===== src/rtl/sound_latch_and_psg_bus_bridge_top_macros.svh =====
// Assertion macros for the sound latch / PSG bridge.
// Used by the top level only; expects clk and rst_n in scope.
`ifndef SOUND_LATCH_AND_PSG_BUS_BRIDGE_TOP_MACROS_SVH
`define SOUND_LATCH_AND_PSG_BUS_BRIDGE_TOP_MACROS_SVH

// same-cycle implication
`define SLPSG_ASSERT_NOW(lbl, ante, cons, msg) \
  lbl: assert property (@(posedge clk) disable iff (!rst_n) (ante) |-> (cons)) \
    else $error(msg);

// next-cycle implication
`define SLPSG_ASSERT_NEXT(lbl, ante, cons, msg) \
  lbl: assert property (@(posedge clk) disable iff (!rst_n) (ante) |=> (cons)) \
    else $error(msg);

`endif


===== src/rtl/slpsg_pkg.sv =====
// Package for the sound latch / PSG bus bridge: beat types, codes, constants.
// No dependencies.
package slpsg_pkg;

  typedef enum logic [2:0] {
    CMD_MAIN_WRITE = 3'd0,
    CMD_SOUND_ACK  = 3'd1,
    CMD_LATCH_READ = 3'd2,
    CMD_PORT_WRITE = 3'd3,
    CMD_PORT_READ  = 3'd4
  } cmd_e;

  localparam logic [7:0] PORT_DATA    = 8'h01;
  localparam logic [7:0] PORT_CONTROL = 8'h02;

  // control port bits
  localparam int CTL_STROBE_BIT = 0;
  localparam int CTL_ADDR_BIT   = 2;
  localparam int CTL_CHIP0_BIT  = 3;
  localparam int CTL_CHIP1_BIT  = 4;

  localparam int CMD_HI_BIT     = 7;
  localparam logic [3:0] MIRROR_LIMIT = 4'd14;
  localparam logic [3:0] LATCH_REG    = 4'd14;
  localparam logic [7:0] UNMAPPED     = 8'hFF;

  localparam int REG_W     = 8;
  localparam int CHIP_REGS = 16;

  typedef struct packed {
    logic [2:0] cmd;
    logic [7:0] port_number;
    logic [7:0] write_value;
  } in_t;

  typedef struct packed {
    logic [7:0] read_data;
    logic       irq_line;
    logic       mirror_valid;
    logic [4:0] mirror_index;
    logic [7:0] mirror_value;
    logic       handshake_set;
  } out_t;

  // beat waiting on the register file read
  typedef struct packed {
    out_t res;
    logic from_mem;
    logic chip_sel;
    logic entry_valid;
  } rd_stage_t;

endpackage


===== src/rtl/slpsg_ram.sv =====
// Generic single-write, single-read synchronous RAM with registered read.
// No dependencies.
module slpsg_ram #(
  parameter int WIDTH = 8,
  parameter int DEPTH = 16
) (
  input  logic                     clk,
  input  logic                     we,
  input  logic [$clog2(DEPTH)-1:0] waddr,
  input  logic [WIDTH-1:0]         wdata,
  input  logic                     re,
  input  logic [$clog2(DEPTH)-1:0] raddr,
  output logic [WIDTH-1:0]         rdata
);

  logic [WIDTH-1:0] mem_r [DEPTH];
  logic [WIDTH-1:0] rdata_r;

  always_ff @(posedge clk) begin
    if (we) begin
      mem_r[waddr] <= wdata;
    end
    if (re) begin
      rdata_r <= mem_r[raddr];
    end
  end

  assign rdata = rdata_r;

endmodule


===== src/rtl/sound_latch_and_psg_bus_bridge_top.sv =====
// Sound latch / PSG bus bridge: command latch, IRQ, port latches, two chip reg files.
// Depends on slpsg_pkg, slpsg_ram and the assertion macro header.
// Stages: register file read, then output register. Throughput: 1 beat per cycle
// unless out_ready stalls; each chip's register file has one write and one read port.
// Reset (rst_n low, synchronous): latches and chip addresses to zero, IRQ asserted,
// register file entries marked unwritten (they read as zero), pipeline emptied.
`include "sound_latch_and_psg_bus_bridge_top_macros.svh"

module sound_latch_and_psg_bus_bridge_top (
  input  logic             clk,
  input  logic             rst_n,
  input  logic             in_valid,
  output logic             in_ready,
  input  slpsg_pkg::in_t   in_data,
  output logic             out_valid,
  input  logic             out_ready,
  output slpsg_pkg::out_t  out_data
);

  localparam int AW = $clog2(slpsg_pkg::CHIP_REGS);

  // architectural state
  logic [7:0]                       latch_r, latch_nxt;
  logic                             irq_r, irq_nxt;
  logic [7:0]                       data_r, data_nxt;
  logic [7:0]                       ctl_r, ctl_nxt;
  logic [AW-1:0]                    addr0_r, addr0_nxt;
  logic [AW-1:0]                    addr1_r, addr1_nxt;
  logic [slpsg_pkg::CHIP_REGS-1:0]  val0_r, val0_nxt;
  logic [slpsg_pkg::CHIP_REGS-1:0]  val1_r, val1_nxt;

  // pipeline
  logic                   s1_v_r;
  slpsg_pkg::rd_stage_t   s1_r, s1_nxt;
  logic                   out_v_r;
  slpsg_pkg::out_t        out_r, s1_res;

  logic accept, s1_move;
  logic we0, we1, re0, re1;
  logic [slpsg_pkg::REG_W-1:0] q0, q1;

  assign s1_move  = s1_v_r && (!out_v_r || out_ready);
  assign in_ready = !s1_v_r || !out_v_r || out_ready;
  assign accept   = in_valid && in_ready;

  // bus access decode, working on the state as it stands before this beat
  always_comb begin
    logic strobe_fall;
    strobe_fall = 1'b0;
    latch_nxt = latch_r;
    irq_nxt   = irq_r;
    data_nxt  = data_r;
    ctl_nxt   = ctl_r;
    addr0_nxt = addr0_r;
    addr1_nxt = addr1_r;
    val0_nxt  = val0_r;
    val1_nxt  = val1_r;
    we0 = 1'b0;
    we1 = 1'b0;
    re0 = 1'b0;
    re1 = 1'b0;
    s1_nxt = '0;

    case (slpsg_pkg::cmd_e'(in_data.cmd))
      slpsg_pkg::CMD_MAIN_WRITE: begin
        latch_nxt = in_data.write_value;
        if (!in_data.write_value[slpsg_pkg::CMD_HI_BIT]) begin
          irq_nxt = 1'b1;
        end
      end
      slpsg_pkg::CMD_SOUND_ACK: begin
        if (latch_r[slpsg_pkg::CMD_HI_BIT]) begin
          irq_nxt = 1'b0;
        end
      end
      slpsg_pkg::CMD_LATCH_READ: begin
        s1_nxt.res.read_data = latch_r;
      end
      slpsg_pkg::CMD_PORT_WRITE: begin
        if (in_data.port_number == slpsg_pkg::PORT_DATA) begin
          data_nxt = in_data.write_value;
        end else if (in_data.port_number == slpsg_pkg::PORT_CONTROL) begin
          ctl_nxt = in_data.write_value;
          strobe_fall = ctl_r[slpsg_pkg::CTL_STROBE_BIT] &&
                        !in_data.write_value[slpsg_pkg::CTL_STROBE_BIT];
        end
      end
      slpsg_pkg::CMD_PORT_READ: begin
        if (in_data.port_number == slpsg_pkg::PORT_DATA) begin
          if (ctl_r[slpsg_pkg::CTL_CHIP0_BIT]) begin
            if (addr0_r == slpsg_pkg::LATCH_REG) begin
              s1_nxt.res.read_data = latch_r;
            end else begin
              re0 = 1'b1;
              s1_nxt.from_mem    = 1'b1;
              s1_nxt.chip_sel    = 1'b0;
              s1_nxt.entry_valid = val0_r[addr0_r];
            end
          end else if (ctl_r[slpsg_pkg::CTL_CHIP1_BIT]) begin
            re1 = 1'b1;
            s1_nxt.from_mem    = 1'b1;
            s1_nxt.chip_sel    = 1'b1;
            s1_nxt.entry_valid = val1_r[addr1_r];
          end else begin
            s1_nxt.res.read_data = slpsg_pkg::UNMAPPED;
          end
        end else if (in_data.port_number != slpsg_pkg::PORT_CONTROL) begin
          s1_nxt.res.read_data = slpsg_pkg::UNMAPPED;
        end
      end
      default: begin
      end
    endcase

    // bus cycle on the strobe falling edge, steered by the old control bits
    if (strobe_fall) begin
      s1_nxt.res.handshake_set = 1'b1;
      if (ctl_r[slpsg_pkg::CTL_ADDR_BIT]) begin
        if (ctl_r[slpsg_pkg::CTL_CHIP0_BIT]) addr0_nxt = data_r[AW-1:0];
        if (ctl_r[slpsg_pkg::CTL_CHIP1_BIT]) addr1_nxt = data_r[AW-1:0];
      end else begin
        if (ctl_r[slpsg_pkg::CTL_CHIP0_BIT]) begin
          we0 = 1'b1;
          val0_nxt[addr0_r] = 1'b1;
        end
        if (ctl_r[slpsg_pkg::CTL_CHIP1_BIT]) begin
          we1 = 1'b1;
          val1_nxt[addr1_r] = 1'b1;
        end
        // only one mirrored write fits in a beat; chip 0 has priority
        if (we0 && addr0_r < slpsg_pkg::MIRROR_LIMIT) begin
          s1_nxt.res.mirror_valid = 1'b1;
          s1_nxt.res.mirror_index = {1'b0, addr0_r};
          s1_nxt.res.mirror_value = data_r;
        end else if (we1 && addr1_r < slpsg_pkg::MIRROR_LIMIT) begin
          s1_nxt.res.mirror_valid = 1'b1;
          s1_nxt.res.mirror_index = {1'b1, addr1_r};
          s1_nxt.res.mirror_value = data_r;
        end
      end
    end

    s1_nxt.res.irq_line = irq_nxt;
  end

  slpsg_ram #(.WIDTH(slpsg_pkg::REG_W), .DEPTH(slpsg_pkg::CHIP_REGS)) u_chip0_regs (
    .clk   (clk),
    .we    (accept && we0),
    .waddr (addr0_r),
    .wdata (data_r),
    .re    (accept && re0),
    .raddr (addr0_r),
    .rdata (q0)
  );

  slpsg_ram #(.WIDTH(slpsg_pkg::REG_W), .DEPTH(slpsg_pkg::CHIP_REGS)) u_chip1_regs (
    .clk   (clk),
    .we    (accept && we1),
    .waddr (addr1_r),
    .wdata (data_r),
    .re    (accept && re1),
    .raddr (addr1_r),
    .rdata (q1)
  );

  // merge register file data into the read stage result
  always_comb begin
    s1_res = s1_r.res;
    if (s1_r.from_mem) begin
      if (!s1_r.entry_valid) begin
        s1_res.read_data = '0;
      end else if (s1_r.chip_sel) begin
        s1_res.read_data = q1;
      end else begin
        s1_res.read_data = q0;
      end
    end
  end

  always_ff @(posedge clk) begin
    if (!rst_n) begin
      latch_r <= '0;
      irq_r   <= 1'b1;
      data_r  <= '0;
      ctl_r   <= '0;
      addr0_r <= '0;
      addr1_r <= '0;
      val0_r  <= '0;
      val1_r  <= '0;
      s1_v_r  <= 1'b0;
      out_v_r <= 1'b0;
    end else begin
      if (accept) begin
        latch_r <= latch_nxt;
        irq_r   <= irq_nxt;
        data_r  <= data_nxt;
        ctl_r   <= ctl_nxt;
        addr0_r <= addr0_nxt;
        addr1_r <= addr1_nxt;
        val0_r  <= val0_nxt;
        val1_r  <= val1_nxt;
      end
      if (accept) begin
        s1_v_r <= 1'b1;
      end else if (s1_move) begin
        s1_v_r <= 1'b0;
      end
      if (s1_move) begin
        out_v_r <= 1'b1;
      end else if (out_ready) begin
        out_v_r <= 1'b0;
      end
    end
  end

  always_ff @(posedge clk) begin
    if (accept) begin
      s1_r <= s1_nxt;
    end
    if (s1_move) begin
      out_r <= s1_res;
    end
  end

  assign out_valid = out_v_r;
  assign out_data  = out_r;

  `SLPSG_ASSERT_NEXT(a_irq_on_cmd, accept && in_data.cmd == slpsg_pkg::CMD_MAIN_WRITE && !in_data.write_value[slpsg_pkg::CMD_HI_BIT], irq_r, "IRQ not raised by command write")
  `SLPSG_ASSERT_NOW(a_mirror_has_strobe, s1_v_r && s1_r.res.mirror_valid, s1_r.res.handshake_set, "mirrored write without strobe")
  `SLPSG_ASSERT_NOW(a_mem_read_no_strobe, s1_v_r && s1_r.from_mem, !s1_r.res.handshake_set && !s1_r.res.mirror_valid, "register read flagged as write")

endmodule


===== config.mk =====
export PLATFORM = sky130hd
export DESIGN_NAME = sound_latch_and_psg_bus_bridge_top
export DESIGN_NICKNAME = d
export VERILOG_FILES = /design/src/rtl/slpsg_pkg.sv /design/src/rtl/slpsg_ram.sv /design/src/rtl/sound_latch_and_psg_bus_bridge_top.sv
export VERILOG_INCLUDE_DIRS = /design/src /design/src/rtl
export SDC_FILE = /design/constraint.sdc
export NUM_CORES = 1
export LEC_CHECK = 0
export BUFFER_PORTS_ARGS = -buffer_cell sky130_fd_sc_hd__buf_2
export CAP_MARGIN = 20
export CORE_MARGIN = 2
export CORE_UTILIZATION = 55
export DETAILED_ROUTE_END_ITERATION = 10
export HOLD_SLACK_MARGIN = 0.1
export PLACE_DENSITY = 0.72
export SETUP_SLACK_MARGIN = 0.3
export SKIP_LAST_GASP = 1
export SLEW_MARGIN = 20
export SYNTH_ARGS = -nofsm -noshare
export SYNTH_HDL_FRONTEND = slang
export SYNTH_SLANG_ARGS = --single-unit

===== constraint.sdc =====
create_clock -name clk -period 3.3 [get_ports clk]
set_input_delay 0.165 -clock clk [delete_from_list [all_inputs] [get_ports clk]]
set_output_delay 0.165 -clock clk [all_outputs]
set_load 0.03 [all_outputs]

### Word level (Yosys, flattened, before mapping)

Memory sizes are Yosys's and may differ from the RTL's. A register that Yosys moved wholly into a read port is not among the register bits.
Cells that the tools add are included.

| word-level totals | value |
|---|---|
| bits of input ports | 23 |
| bits in registers | 115 |
| bits in latches | 0 |
| bits in read-only memories | 0 |
| logic and storage cells | 131 |
| bits in writable memories | 256 |
| memories | 2 |
| output and inout port bits | 26 |

| operators by class | value |
|---|---|
| eq/ne operators | 8 |
| add/subtract/negate cells | 0 |
| reduce and logical (&&, ||, !) cells | 30 |
| $lt $le $gt $ge | 6 |
| multiply operators | 0 |
| shift operators | 0 |
| bitwise gates (word level) | 5 |
| muxes and demuxes | 54 |
| divide/modulo/power cells | 0 |

Memories:

| name | words | width | read ports | clocked after memory_dff | write ports | line | text |
|---|---|---|---|---|---|---|---|
| u_chip0_regs.mem_r | 16 | 8 | 1 | 1 | 1 | slpsg_ram.sv:16 | `logic [WIDTH-1:0] mem_r [DEPTH];` |
| u_chip1_regs.mem_r | 16 | 8 | 1 | 1 | 1 | slpsg_ram.sv:16 |  |

Operator list:

| cell | count |
|---|---|
| $mux W8 | 8 |
| $mux W1 | 35 |
| $or A16 B16 Y16 | 2 |
| $mux W14 | 2 |
| $reduce_and A4 Y1 | 5 |
| $pmux W8 S2 | 1 |
| $logic_and A1 B1 Y1 | 11 |
| $lt A4 B5 Y1 const B | 2 |
| $mux W3 | 3 |
| $bmux W1 S4 | 2 |
| $demux W1 S4 | 2 |
| $eq A8 B1 Y1 const B | 1 |
| $eq A8 B2 Y1 const B | 1 |
| $ge A4 B1 Y1 const B | 2 |
| $lt A4 B4 Y1 const B | 2 |
| $ne A8 B2 Y1 const B | 1 |
| $eq A3 B2 Y1 const B | 2 |
| $eq A4 B4 Y1 const B | 1 |
| $reduce_and A2 Y1 | 2 |
| $reduce_bool A2 Y1 | 2 |
| $eq A3 B1 Y1 const B | 1 |
| $eq A3 B3 Y1 const B | 1 |
| $logic_not A1 Y1 | 3 |
| $logic_not A3 Y1 | 1 |
| other kinds (6) | 10 |

### Longest topological paths before layout

Gate-level depths: netlist of run 1.

| logic depth | value |
|---|---|
| word-level depth | 11 |
| mapped depth | 7 |
| gate-level depth less buffers | 6 |

### By module

From an unflattened synthesis of run 1, not the netlist that was laid out.

| second synthesis, totals | value |
|---|---|
| cells, all modules | 890 |
| area, all modules | 15207.1 µm² |

Modules (own cells, without submodules):

| module | times used | seq. area each (µm²) | area an instance (µm²) | cells an instance |
|---|---|---|---|---|
| slpsg_ram | 2 | 4083.9 | 5227.5 | 229 |
| sound_latch_and_psg_bus_bridge_top | 1 | 2792.7 | 4752.1 | 432 |

### Worst setup path before layout of run 1

Ideal clock, no wire load.

| timing | value |
|---|---|
| path type | input -> register |
| start point | input in_data[13] (netlist bit) |
| end point | memory u_chip1_regs.mem_r[12][0] (enable) |
| buffers on the path | 2 |
| data required time | 2905 ps |
| cell stages on the path | 6 |
| slack | 437 ps |
| arrival | 2468 ps |
| setup time | 395 ps |
| cell sequence | or4_1 > buf_2 > nor4_1 > clkbuf_1 > nand2_1 > nor4_1 |

| between the ends | value |
|---|---|
| cells in the longest elaborated chain, start to end | 8 |
| elaborated cells on any way between the ends | 9 |
| those cells by class | 2 x eq/ne; 6 x mux; 1 x reduce/logical |

Ends and longest elaborated chain:

| what | line | text |
|---|---|---|
| start: declaration | sound_latch_and_psg_bus_bridge_top.sv:14 | `input slpsg_pkg::in_t in_data,` |
| $eq A8 B2 Y1 | sound_latch_and_psg_bus_bridge_top.sv:82 | `end else if (in_data.port_number == slpsg_pkg::PORT_CONTROL) begin` |
| $mux W1 | sound_latch_and_psg_bus_bridge_top.sv:82 |  |
| $mux W1 (*) | sound_latch_and_psg_bus_bridge_top.sv:80 | `if (in_data.port_number == slpsg_pkg::PORT_DATA) begin` |
| $mux W1 (*) | sound_latch_and_psg_bus_bridge_top.sv:64 | `case (slpsg_pkg::cmd_e'(in_data.cmd))` |
| $mux W1 (*) | sound_latch_and_psg_bus_bridge_top.sv:116 | `if (strobe_fall) begin` |
| $logic_and A1 B1 Y1 (*) | sound_latch_and_psg_bus_bridge_top.sv:158 | `.we (accept && we1),` |
| $mux W1 (*) | slpsg_ram.sv:20 | `if (we) begin` |
| $mux W1 (not written as such) (*) | slpsg_ram.sv:21 | `mem_r[waddr] <= wdata;` |
| end: declaration | slpsg_ram.sv:16 |  |

Every way passes the cells marked *; elsewhere a longest branch is shown, timed or not.

### Worst setup path in the final report of run 1

| timing | value |
|---|---|
| start point | register out_v_r, in the netlist out_valid |
| end point | memory u_chip1_regs.mem_r[8][4] (enable) |

| between the ends | value |
|---|---|
| cells in the longest elaborated chain, start to end | 7 |

Ends and longest elaborated chain:

| what | line | text |
|---|---|---|
| start: declaration | sound_latch_and_psg_bus_bridge_top.sv:35 | `logic out_v_r;` |
| start signal: assignment | sound_latch_and_psg_bus_bridge_top.sv:191 | `out_v_r <= 1'b0;` |
| start signal: assignment | sound_latch_and_psg_bus_bridge_top.sv:209 | `out_v_r <= 1'b1;` |
| start signal: assignment | sound_latch_and_psg_bus_bridge_top.sv:211 | `out_v_r <= 1'b0;` |
| $logic_not A1 Y1 | sound_latch_and_psg_bus_bridge_top.sv:43 | `assign in_ready = !s1_v_r \|\| !out_v_r \|\| out_ready;` |
| $logic_or A1 B1 Y1 (2 in series) | sound_latch_and_psg_bus_bridge_top.sv:43 |  |
| $logic_and A1 B1 Y1 | sound_latch_and_psg_bus_bridge_top.sv:44 | `assign accept = in_valid && in_ready;` |
| $logic_and A1 B1 Y1 | sound_latch_and_psg_bus_bridge_top.sv:158 |  |
| $mux W1 | slpsg_ram.sv:20 |  |
| $mux W1 (not written as such) | slpsg_ram.sv:21 |  |

No other way between the ends.

==> results of run 1 <==
-- layer usage --
layer / GRT usage, % / routed length, um / vias to the layer above / share of wire [%]
li1: - / - / 3673 / -
met1: 33.6 / 13600 / 4202 / 43
met2: 36.0 / 15100 / 378 / 48
met3: 3.56 / 2160 / 67 / 6.8
met4: 7.25 / 913 / 0 / 2.9
met5: 0 / 0 / - / 0
-- metrics by stage --
step	std cells	cell area [um^2]	util, %
detailed placement	1265	16000	59.1
global placement	1265	16000	59.1
CTS	1346	17300	63.9
finish	1346	17300	63.9
floorplan	887	15200	-
global route	1346	17300	63.9
-- final timing paths --
check,to,start
min reg2reg,out_data[6],s1_r[9]
max reg2reg,u_chip1_regs.mem_r[8][4],out_valid
max,u_chip1_regs.mem_r[8][4],out_valid
min,irq_r,in_data[17]
-- sequential cells by signal, summed over array words and instances, names as in the netlist, 4 cells and up --
name,count
ctl_r,4
u_chip1_regs.mem_r,128
s1_r,27
addr1_r,4
val1_r,16
val0_r,16
u_chip0_regs.mem_r,128
data_r,8
addr0_r,4
u_chip1_regs.rdata,8
u_chip0_regs.rdata,8
latch_r,8
out_data,24
-- where the power goes --
group          leakage [nW]  switching (mW)  internal [mW]  total [mW]
clock                 0.581            1.73           2.37        4.11
combinational          1.76           0.101         0.0491       0.150
sequential             4.10          0.0106           5.25        5.26
-- Yosys cell counts (16+ instances only) --
| master | instances |
|---|---|
| nor2_1 | 28 |
| dfxtp_1 | 63 |
| edfxtp_1 | 323 |
| nor3_1 | 19 |
| a21oi_1 | 36 |
| nand2_1 | 32 |
| clkbuf_1 | 29 |
| inv_1 | 37 |
| mux4_2 | 84 |
| nand3_1 | 37 |
| o21ai_0 | 37 |
| mux2i_1 | 16 |
-- final cells by class --
cell class | count | area, um^2 | area share (%)
clock buffers | 48 | 1030 | 5.97
inverters | 37 | 139 | 0.804
repair buffers | 104 | 716 | 4.14
clock inverters | 21 | 158 | 0.913
flip-flops and latches | 386 | 11000 | 63.5
well taps | 341 | 427 | 2.47
multi-input cells | 409 | 3840 | 22.2
-- worst reg2reg max path, cell delays in order (launching register included) --
cell     delay (ns)
dfxtp_1        0.33
and3b_1        0.22
inv_1          0.31
and4_1         0.48
nand2_1        0.29
nor4_1         0.36
buf_4          0.26
-- what timing repair did --
item                                   CTS  global route
setup endpoints to repair                0             0
endpoints found under the hold margin   27             0
hold buffers                            12             0
setup buffers                            0             0
-- cells by family after synthesis --
logic type,Yosys count
compound gates,116
buf+inv,92
flops,386
mux,108
simple gates,185
==> impl_metrics.tcl, run 1 <==
set metrics [dict create \
    start_util_pct 56.3 \
    power_density_nw_per_um2 551 \
    post_synth_num_cell_types 50 \
    fillerInstances 1874 \
    ys_seq_elements 386 \
    synth_ff_type "edfxtp_1" \
    peakVddDrop_mv 0.443 \
    synth_nets 910 \
    reg2regPathDepth 6 \
    die_x_um 170 \
    async_flop_share_pct 0 \
    cts_tree "yes" \
    cts.sinks 386 \
    yosysWarnings 0 \
    port_buffers 48 \
    io_pins 49 \
    nets 1000 \
    layout-drive-gt1-share_pct 25.8 \
    synthXorXnorAreaFrac_pct 0 \
    skew_ns 0.0311 \
    timing.critical_path.buf_inv 2 \
    period_share_pct 77.3 \
    max_cap_violations 0 \
    grt_setup_unrepaired "false" \
    critical_path.startpoint_type "register" \
    grt_overflow 0 \
    end_kind "register" \
    vias 8320 \
    fin_crit_ns 2.55 \
    wl_per_cell_um 23.7 \
    synthSimpleGateAreaFrac_pct 6.52 \
    synth_area_leaders "edfxtp_1 (64%), mux4_2 (12%), dfxtp_1 (8.3%)" \
    drtIter0Drc 972 \
    max_stage_delay_ns 0.47 \
    synth_top_family_by_area "multiplexers" \
    worstPathArrival_ns 2.77 \
    syn_inst 887 \
    grt_max_degree 34 \
    clk_pin_slew_ns 0.06 \
    finalHoldWorstSlack_ns 0.127 \
    synth.avg_cell_area_um2 17.1 \
    grtUsageTotal_pct 22.9 \
    numCtsBuffers 39 \
    clk_latency_ns 0.53 \
    timing.final.ws_setup_ns 0.749 \
    routed_wirelength_um 31900 \
    drt_first_pass_iters 7 \
    core_area_um2 27000 \
    crit_chain "and3b_1 > inv_1 > and4_1 > nand2_1 > nor4_1 > buf_4" \
    h-tree-depth 2 \
    tns_ns 0 \
    layout_common_cells "edfxtp_1 (323), mux4_2 (84), dfxtp_1 (59)" \
    final-setup-viol-count 0 \
    cp_top_family "simple AND/OR/NAND/NOR gates" \
    tightest_slew_ns 0.908 \
    root_buffer "clkbuf_16" \
    synthesis.area_um2 15200 \
    ctsLongestPathBuffers 3 \
    rows 60 \
    yosysTopAreaCellShare_pct 63.8 \
    run_status "finished, final reports clean" \
    fmax_mhz 392 \
    fp.dieH_um 170 \
    relSlewSlack_pct 39.4 \
    antenna_found_initial 0 \
    yosys.area.top_type "edfxtp_1" \
    hold_path_class "input port to register" \
    cp_slowest_cell "and4_1" \
    critPathKind "register to register" \
    syn_to_final_growth_pct 13.6 \
    gp_congestion 0.888 \
    fp.dieArea_um2 29000 \
    r2r_setup_slack_ns 0.75 \
    vias_per_cell 6.18 \
    pre_cts_ws_ns 0.580 \
    dp_hpwl_um 20200 \
    synthMuxAreaShare_pct 14.1 \
    grt_pass1_wl_um 48800 \
    final_common_cell "edfxtp_1" \
    finalMaxSlewViolations 0 \
    hold_depth 4 \
    antennaDiodeCount 0 \
    synth-edff-count 323 \
    drc_errors 0 \
    synth_fa_ha_area_share_pct 0 \
    path_max_fanout 11 \
    worstPathRequired_ns 3.52 \
    power_mw 9.52 \
    grt_pass1_vias 8113 \
    cts_resized 0 \
    synth_compound_area_share_pct 4.54 \
    p_leak_nw 6.44 \
    hold_viol_final 0 \
    antenna_left 0 \
    cp_num_cells 6 \
    yosysSeqAreaShare_pct 72.1 \
]
No activity file was read; power rests on OpenSTA's default activity.
==> run 2, diff against run 1 <==
- ABC_AREA: default -> 1
- PLACE_DENSITY: 0.72 -> 0.75
- clock period: 3.3 -> 2.12 ns (I/O delays scaled with it)
==> run 2 against run 1 <==
Clock skew shrank 0.0026 ns. Total power grew 54%. Worst setup slack lost 0.40 ns. Highest routed layer unchanged.
==> impl_metrics.tcl, run 2 <==
set metrics [dict create \
    relSlewSlack_pct 51.9 \
    post_synth_num_cell_types 33 \
    rows 60 \
    synthesis.area_um2 14800 \
    syn_to_final_growth_pct 14.9 \
    internal_power_mw 11.8 \
    grt_setup_unrepaired "true" \
    final-setup-viol-count 0 \
    critical_path.startpoint_type "input port" \
    antenna_found_initial 0 \
    core_area_um2 26700 \
    synth.avg_cell_area_um2 12.7 \
    wl_per_cell_um 20.4 \
    syn_inst 1171 \
    yosysWarnings 0 \
    design_area_um2 17100 \
    place_area_um2 15700 \
    grt_max_degree 38 \
    layout_common_cells "edfxtp_1 (323), nand2_1 (211), a22oi_1 (128)" \
    synth-edff-count 323 \
    yosysSeqAreaShare_pct 73.8 \
    ys_seq_elements 386 \
    synth_area_leaders "edfxtp_1 (65%), dfxtp_1 (8.5%), a22oi_1 (6.5%)" \
    drtIter0Drc 1079 \
    die_x_um 168 \
    h-tree-depth 2 \
    worstPathRequired_ns 2.33 \
    port_buffers 48 \
    ctsLongestPathBuffers 3 \
    finalHoldWorstSlack_ns 0.160 \
    vias 9541 \
    antennaDiodeCount 0 \
    gp_congestion 0.870 \
    timing.critical_path.buf_inv 5 \
    post-synth-top-count-cell "edfxtp_1" \
    dp_hpwl_um 20400 \
    start_util_pct 55.5 \
    path_max_fanout 16 \
    async_flop_share_pct 0 \
    power_density_nw_per_um2 861 \
    p_leak_nw 6.11 \
    period_share_pct 83.7 \
    synth_ff_type "edfxtp_1" \
    fp.dieH_um 168 \
    drt_first_pass_iters 6 \
    critPathKind "input port to register" \
    cp_slowest_cell "dlygate4sd3_1" \
    grt_overflow 0 \
    worstPathArrival_ns 1.99 \
    peakVddDrop_mv 0.642 \
    drc_errors 0 \
    numCtsBuffers 38 \
    clk_pin_slew_ns 0.06 \
    crit_chain "dlygate4sd3_1 > buf_2 > inv_1 > nand2_1 > nor2_4 > nand3_4 > nor2_4 > buf_12 > nand3_1 > clkinvlp_4" \
    cpMostUsedCell "nor2_4" \
    combPwrFrac_pct 1.6 \
    hold_depth 6 \
    grt_pass1_wl_um 51300 \
    skew_ns 0.0286 \
    routed_wirelength_um 33200 \
    fin_crit_ns 1.78 \
    fmax_mhz 563 \
    hold_viol_final 0 \
    yosys.area.top_type "edfxtp_1" \
    cts.sinks 386 \
    antenna_left 0 \
    clk_latency_ns 0.53 \
    cp_num_cells 10 \
    tightest_slew_ns 0.721 \
    io_pins 49 \
    run_status "finished, final reports clean" \
    cp_top_family "buffers and inverters" \
    synthTopCellsByCount "edfxtp_1 (323), nand2_1 (212), a22oi_1 (128)" \
    grt_pass1_vias 9244 \
    end_kind "register" \
    tns_ns 0 \
    p_clk_share_pct 42.6 \
    hold_path_class "input port to register" \
    cts_tree "yes" \
    fp.dieArea_um2 28300 \
    reg2regPathDepth 8 \
    yosysTopAreaCellShare_pct 65.3 \
    layout-drive-gt1-share_pct 15.4 \
    root_buffer "clkbuf_16" \
    vias_per_cell 5.87 \
    synth_nets 1194 \
    switching_share_pct 19.5 \
    grtUsageTotal_pct 23.5 \
    power.switching_mw 2.86 \
    power_mw 14.7 \
    max_cap_violations 0 \
    fin_util_pct 63.8 \
    sequentialPowerShare_pct 55.8 \
    finalMaxSlewViolations 0 \
    nets 1279 \
    max_stage_delay_ns 0.53 \
    final_common_cell "edfxtp_1" \
    cts_setup_buffers 0 \
    reg_top3 "u_chip0_regs.mem_r (128), u_chip1_regs.mem_r (128), s1_r (27)" \
]
## run 2: changes by cell type in the layout (fill, tap and decap cells not counted), sizes merged, moves of 13 or more
cell / change
nand4: +13
inv: +87
mux2i: -16
a21oi: +23
mux4: -84
nor3: -17
a22oi: +128
o21ai: -18
nor2: +61
nand2: +181
## run 2: worst reg2reg max path, cell delays in order (launching register included)
cell        delay [ns]
dfxtp_1           0.35
nand3_2           0.12
nand2_4           0.11
nor2_2            0.14
inv_2             0.06
nor2_4            0.14
buf_12            0.16
nand3_1           0.14
clkinvlp_4        0.23
## run 2: area by class of cell
type,instances,area [um^2]
Clock buffer,54,1050
Clock inverter,14,93.8
Fill cell,1927,9670
Inverter,127,526
Multi-Input combinational cell,606,3200
Sequential cell,386,11000
Tap cell,341,427
Timing Repair Buffer,97,797
## run 2: worst paths after layout
check                           startpoint                        end  slack, ns
worst min register to register    s1_r[10]                out_data[7]       0.42
worst min-delay path            in_data[8]                    s1_r[3]       0.16
worst max-delay path            in_data[0]  u_chip1_regs.mem_r[10][4]       0.34
worst max register to register   out_valid  u_chip1_regs.mem_r[10][4]       0.34
## run 2: layer usage
metal / routed length, um / share of wire (%) / GRT usage, % / vias up
met4: 814 / 2.4 / 7.05 / 0
met2: 16000 / 48 / 38.3 / 420
met1: 13900 / 42 / 32.9 / 4663
met5: 0 / 0 / 0 / -
met3: 2430 / 7.3 / 3.71 / 78
li1: - / - / - / 4380
## run 2: repair_timing
item                                   in CTS  in global routing
resized for setup                          13                 48
hold buffers                               14                  0
setup endpoints to repair                 122                297
endpoints found under the hold margin      32                  0
## run 2: kinds of logic (layout without fill, tap and decap cells)
| family | count (synthesis) | count (layout) | share of synthesized area (%) |
|---|---|---|---|
| AO/OA/AOI/OAI | 242 | 242 | 10.8 |
| buffers and inverters | 179 | 292 | 5.01 |
| flip-flops | 386 | 386 | 73.8 |
| AND/OR/NAND/NOR | 364 | 364 | 10.3 |
## run 2: stage by stage
stage	setup slack, ns	cells
finish	0.345	1625
global route	0.237	1625
CTS	0.301	1625
detailed placement	0.232	1543
global placement	0.265	1543
floorplan	0.00731	1171
## run 2: power groups by stage
| stage | logic [mW] | registers [mW] | clock network (mW) |
|---|---|---|---|
| final | 0.232 | 8.19 | 6.26 |
| after detailed placement | 0.206 | 8.36 | 0 |
| after global routing | 0.247 | 8.19 | 6.62 |
| after global placement | 0.204 | 8.35 | 0 |
| after floorplan | 0.0832 | 8.39 | 0 |
| after CTS | 0.227 | 8.19 | 6.32 |
==> run 3, diff against run 2 <==
- PLACE_DENSITY: 0.75 -> 0.72
- clock period: 2.12 -> 1.7 ns (I/O delays scaled with it)
==> run 3 against run 2 <==
Routed wire length is 8.7% higher. Critical path type is now register to register. Clock power rose by 38%. Sequential share of layout area down 7.0 points. Hold slack got worse by 0.13 ns. Utilization up 8.0 points. Via count up 4.5%. Register-to-register slack worse by 0.29 ns.
==> impl_metrics.tcl, run 3 (same netlist as run 2, synthesis figures left out) <==
set metrics [dict create \
    numCtsBuffers 38 \
    r2r_setup_slack_ns 0.05 \
    tightest_slew_ns 0.464 \
    core_area_um2 26700 \
    nets 1353 \
    drc_errors 0 \
    grt_max_degree 39 \
    h-tree-depth 2 \
    grt_pass1_wl_um 53200 \
    peakVddDrop_mv 1.26 \
    root_buffer "clkbuf_16" \
    drtIter0Drc 1035 \
    grt_setup_unrepaired "true" \
    skew_ns 0.0142 \
    antenna_left 0 \
    start_util_pct 55.5 \
    vias 9973 \
    final_common_cell "edfxtp_1" \
    reg2regPathDepth 8 \
    dp_hpwl_um 20800 \
    period_share_pct 97.0 \
    critPathKind "register to register" \
    max_cap_violations 0 \
    clk_pin_slew_ns 0.07 \
    layout_common_cells "edfxtp_1 (323), nand2_1 (193), a22oi_2 (87)" \
    hold_viol_final 0 \
    place_area_um2 16100 \
    cts_tree "yes" \
    worstPathArrival_ns 1.88 \
    sequentialPowerShare_pct 53.2 \
    power_mw 19.2 \
    ctsLongestPathBuffers 3 \
    design_area_um2 19200 \
    hold_depth 4 \
    tns_ns 0 \
    pre_cts_ws_ns -0.0105 \
    end_kind "register" \
    r2r-start "ctl_r[0]" \
    grtUsageTotal_pct 24.6 \
    final-setup-viol-count 0 \
    fp.dieH_um 168 \
    syn_to_final_growth_pct 29.2 \
    routed_wirelength_um 36100 \
    min_to "s1_v_r" \
    antenna_found_initial 0 \
    io_pins 49 \
    run_status "finished, final reports clean" \
    fmax_mhz 607 \
    fp.dieArea_um2 28300 \
    p_leak_nw 6.73 \
    p_clk_share_pct 45.0 \
    reg_top3 "u_chip0_regs.mem_r (128), u_chip1_regs.mem_r (128), s1_r (27)" \
    dp.cells 1584 \
    hold_path_class "input port to register" \
    r2r_end "u_chip1_regs.mem_r[3][6]" \
    timing.final.ws_setup_ns 0.0516 \
    rows 60 \
    combPwrFrac_pct 1.8 \
    drt_first_pass_iters 5 \
    power_density_nw_per_um2 1000 \
    finalHoldWorstSlack_ns 0.0316 \
    antennaDiodeCount 0 \
    gp_congestion 0.872 \
    grt_pass1_vias 9638 \
    instances_no_fill 1701 \
    vias_per_cell 5.86 \
    critical_path.startpoint_type "register" \
    wl_per_cell_um 21.2 \
    cts.sinks 386 \
    worstPathRequired_ns 1.93 \
    fin_util_pct 71.8 \
    power.switching_mw 3.73 \
    layout-drive-gt1-share_pct 34.0 \
    die_x_um 168 \
    internal_power_mw 15.4 \
    hold_start "in_valid" \
    path_max_fanout 8 \
    clk_latency_ns 0.53 \
    switching_share_pct 19.5 \
    grt_overflow 0 \
    port_buffers 48 \
    relSlewSlack_pct 69.1 \
    fin_crit_ns 1.65 \
    finalMaxSlewViolations 0 \
]
-- run 3: cell types whose count changed in the layout (fill, tap and decap cells not counted), sizes merged --
cell	before	now
dlygate4sd3	14	15
buf	83	154
clkbuf	54	53
clkinvlp	3	4
clkinv	12	22
inv	125	116
bufinv	1	4
-- run 3: per-layer routing --
layer  track usage, %  routed length (um)
met5                0                   0
met2             41.4               18000
met3             4.04                2410
met4             9.45                1400
met1             32.5               14300
-- run 3: power by group through the flow --
stage,combinational [mW],sequential (mW),clock (mW)
after floorplan,0.108,10.5,0
after global placement,0.276,10.4,0
after detailed placement,0.278,10.4,0
after CTS,0.311,10.2,8.71
after global routing,0.359,10.2,9.08
final,0.338,10.2,8.64
-- run 3: cell type report --
type                       count  area [um^2]
sequential                   386        11000
fill                        1591         7550
multi-input combinational    606         4140
timing repair buffer         171         1670
clock buffer                  51         1090
inverter                     127          653
tap                          341          427
clock inverter                19          216
-- run 3: how the worst max path moves through the flow --
| stage | startpoint | end | slack (ns) | cells after the start |
|---|---|---|---|---|
| after floorplan | out_valid | u_chip0_regs.mem_r[13][0] | 0.1 | 8 |
| after CTS | out_valid | u_chip1_regs.mem_r[14][7] | 0.11 | 9 |
| after detailed placement | in_data[15] | u_chip0_regs.mem_r[4][0] | -0.01 | 9 |
| after global routing | ctl_r[0] | u_chip1_regs.mem_r[13][1] | 0.02 | 8 |
| after global placement | addr1_r[0] | u_chip1_regs.rdata[0] | 0.02 | 7 |
| final | ctl_r[0] | u_chip1_regs.mem_r[3][6] | 0.05 | 8 |
-- run 3: what timing repair did --
action / in CTS / in global routing
endpoints found under the hold margin: 32 / 3
pin swaps: 44 / 44
gates cloned: 2 / 2
setup buffers: 16 / 12
setup endpoints to repair: 336 / 360
hold buffers: 14 / 1
resized for setup: 165 / 150
-- run 3: worst max-delay path: stages, from the launching register on --
cell     delay [ns]
dfxtp_2        0.34
nand2_2        0.07
nor2_4         0.13
nand3_4        0.13
nor2_4         0.17
buf_6          0.12
buf_12         0.15
nand3_4        0.11
inv_6          0.12
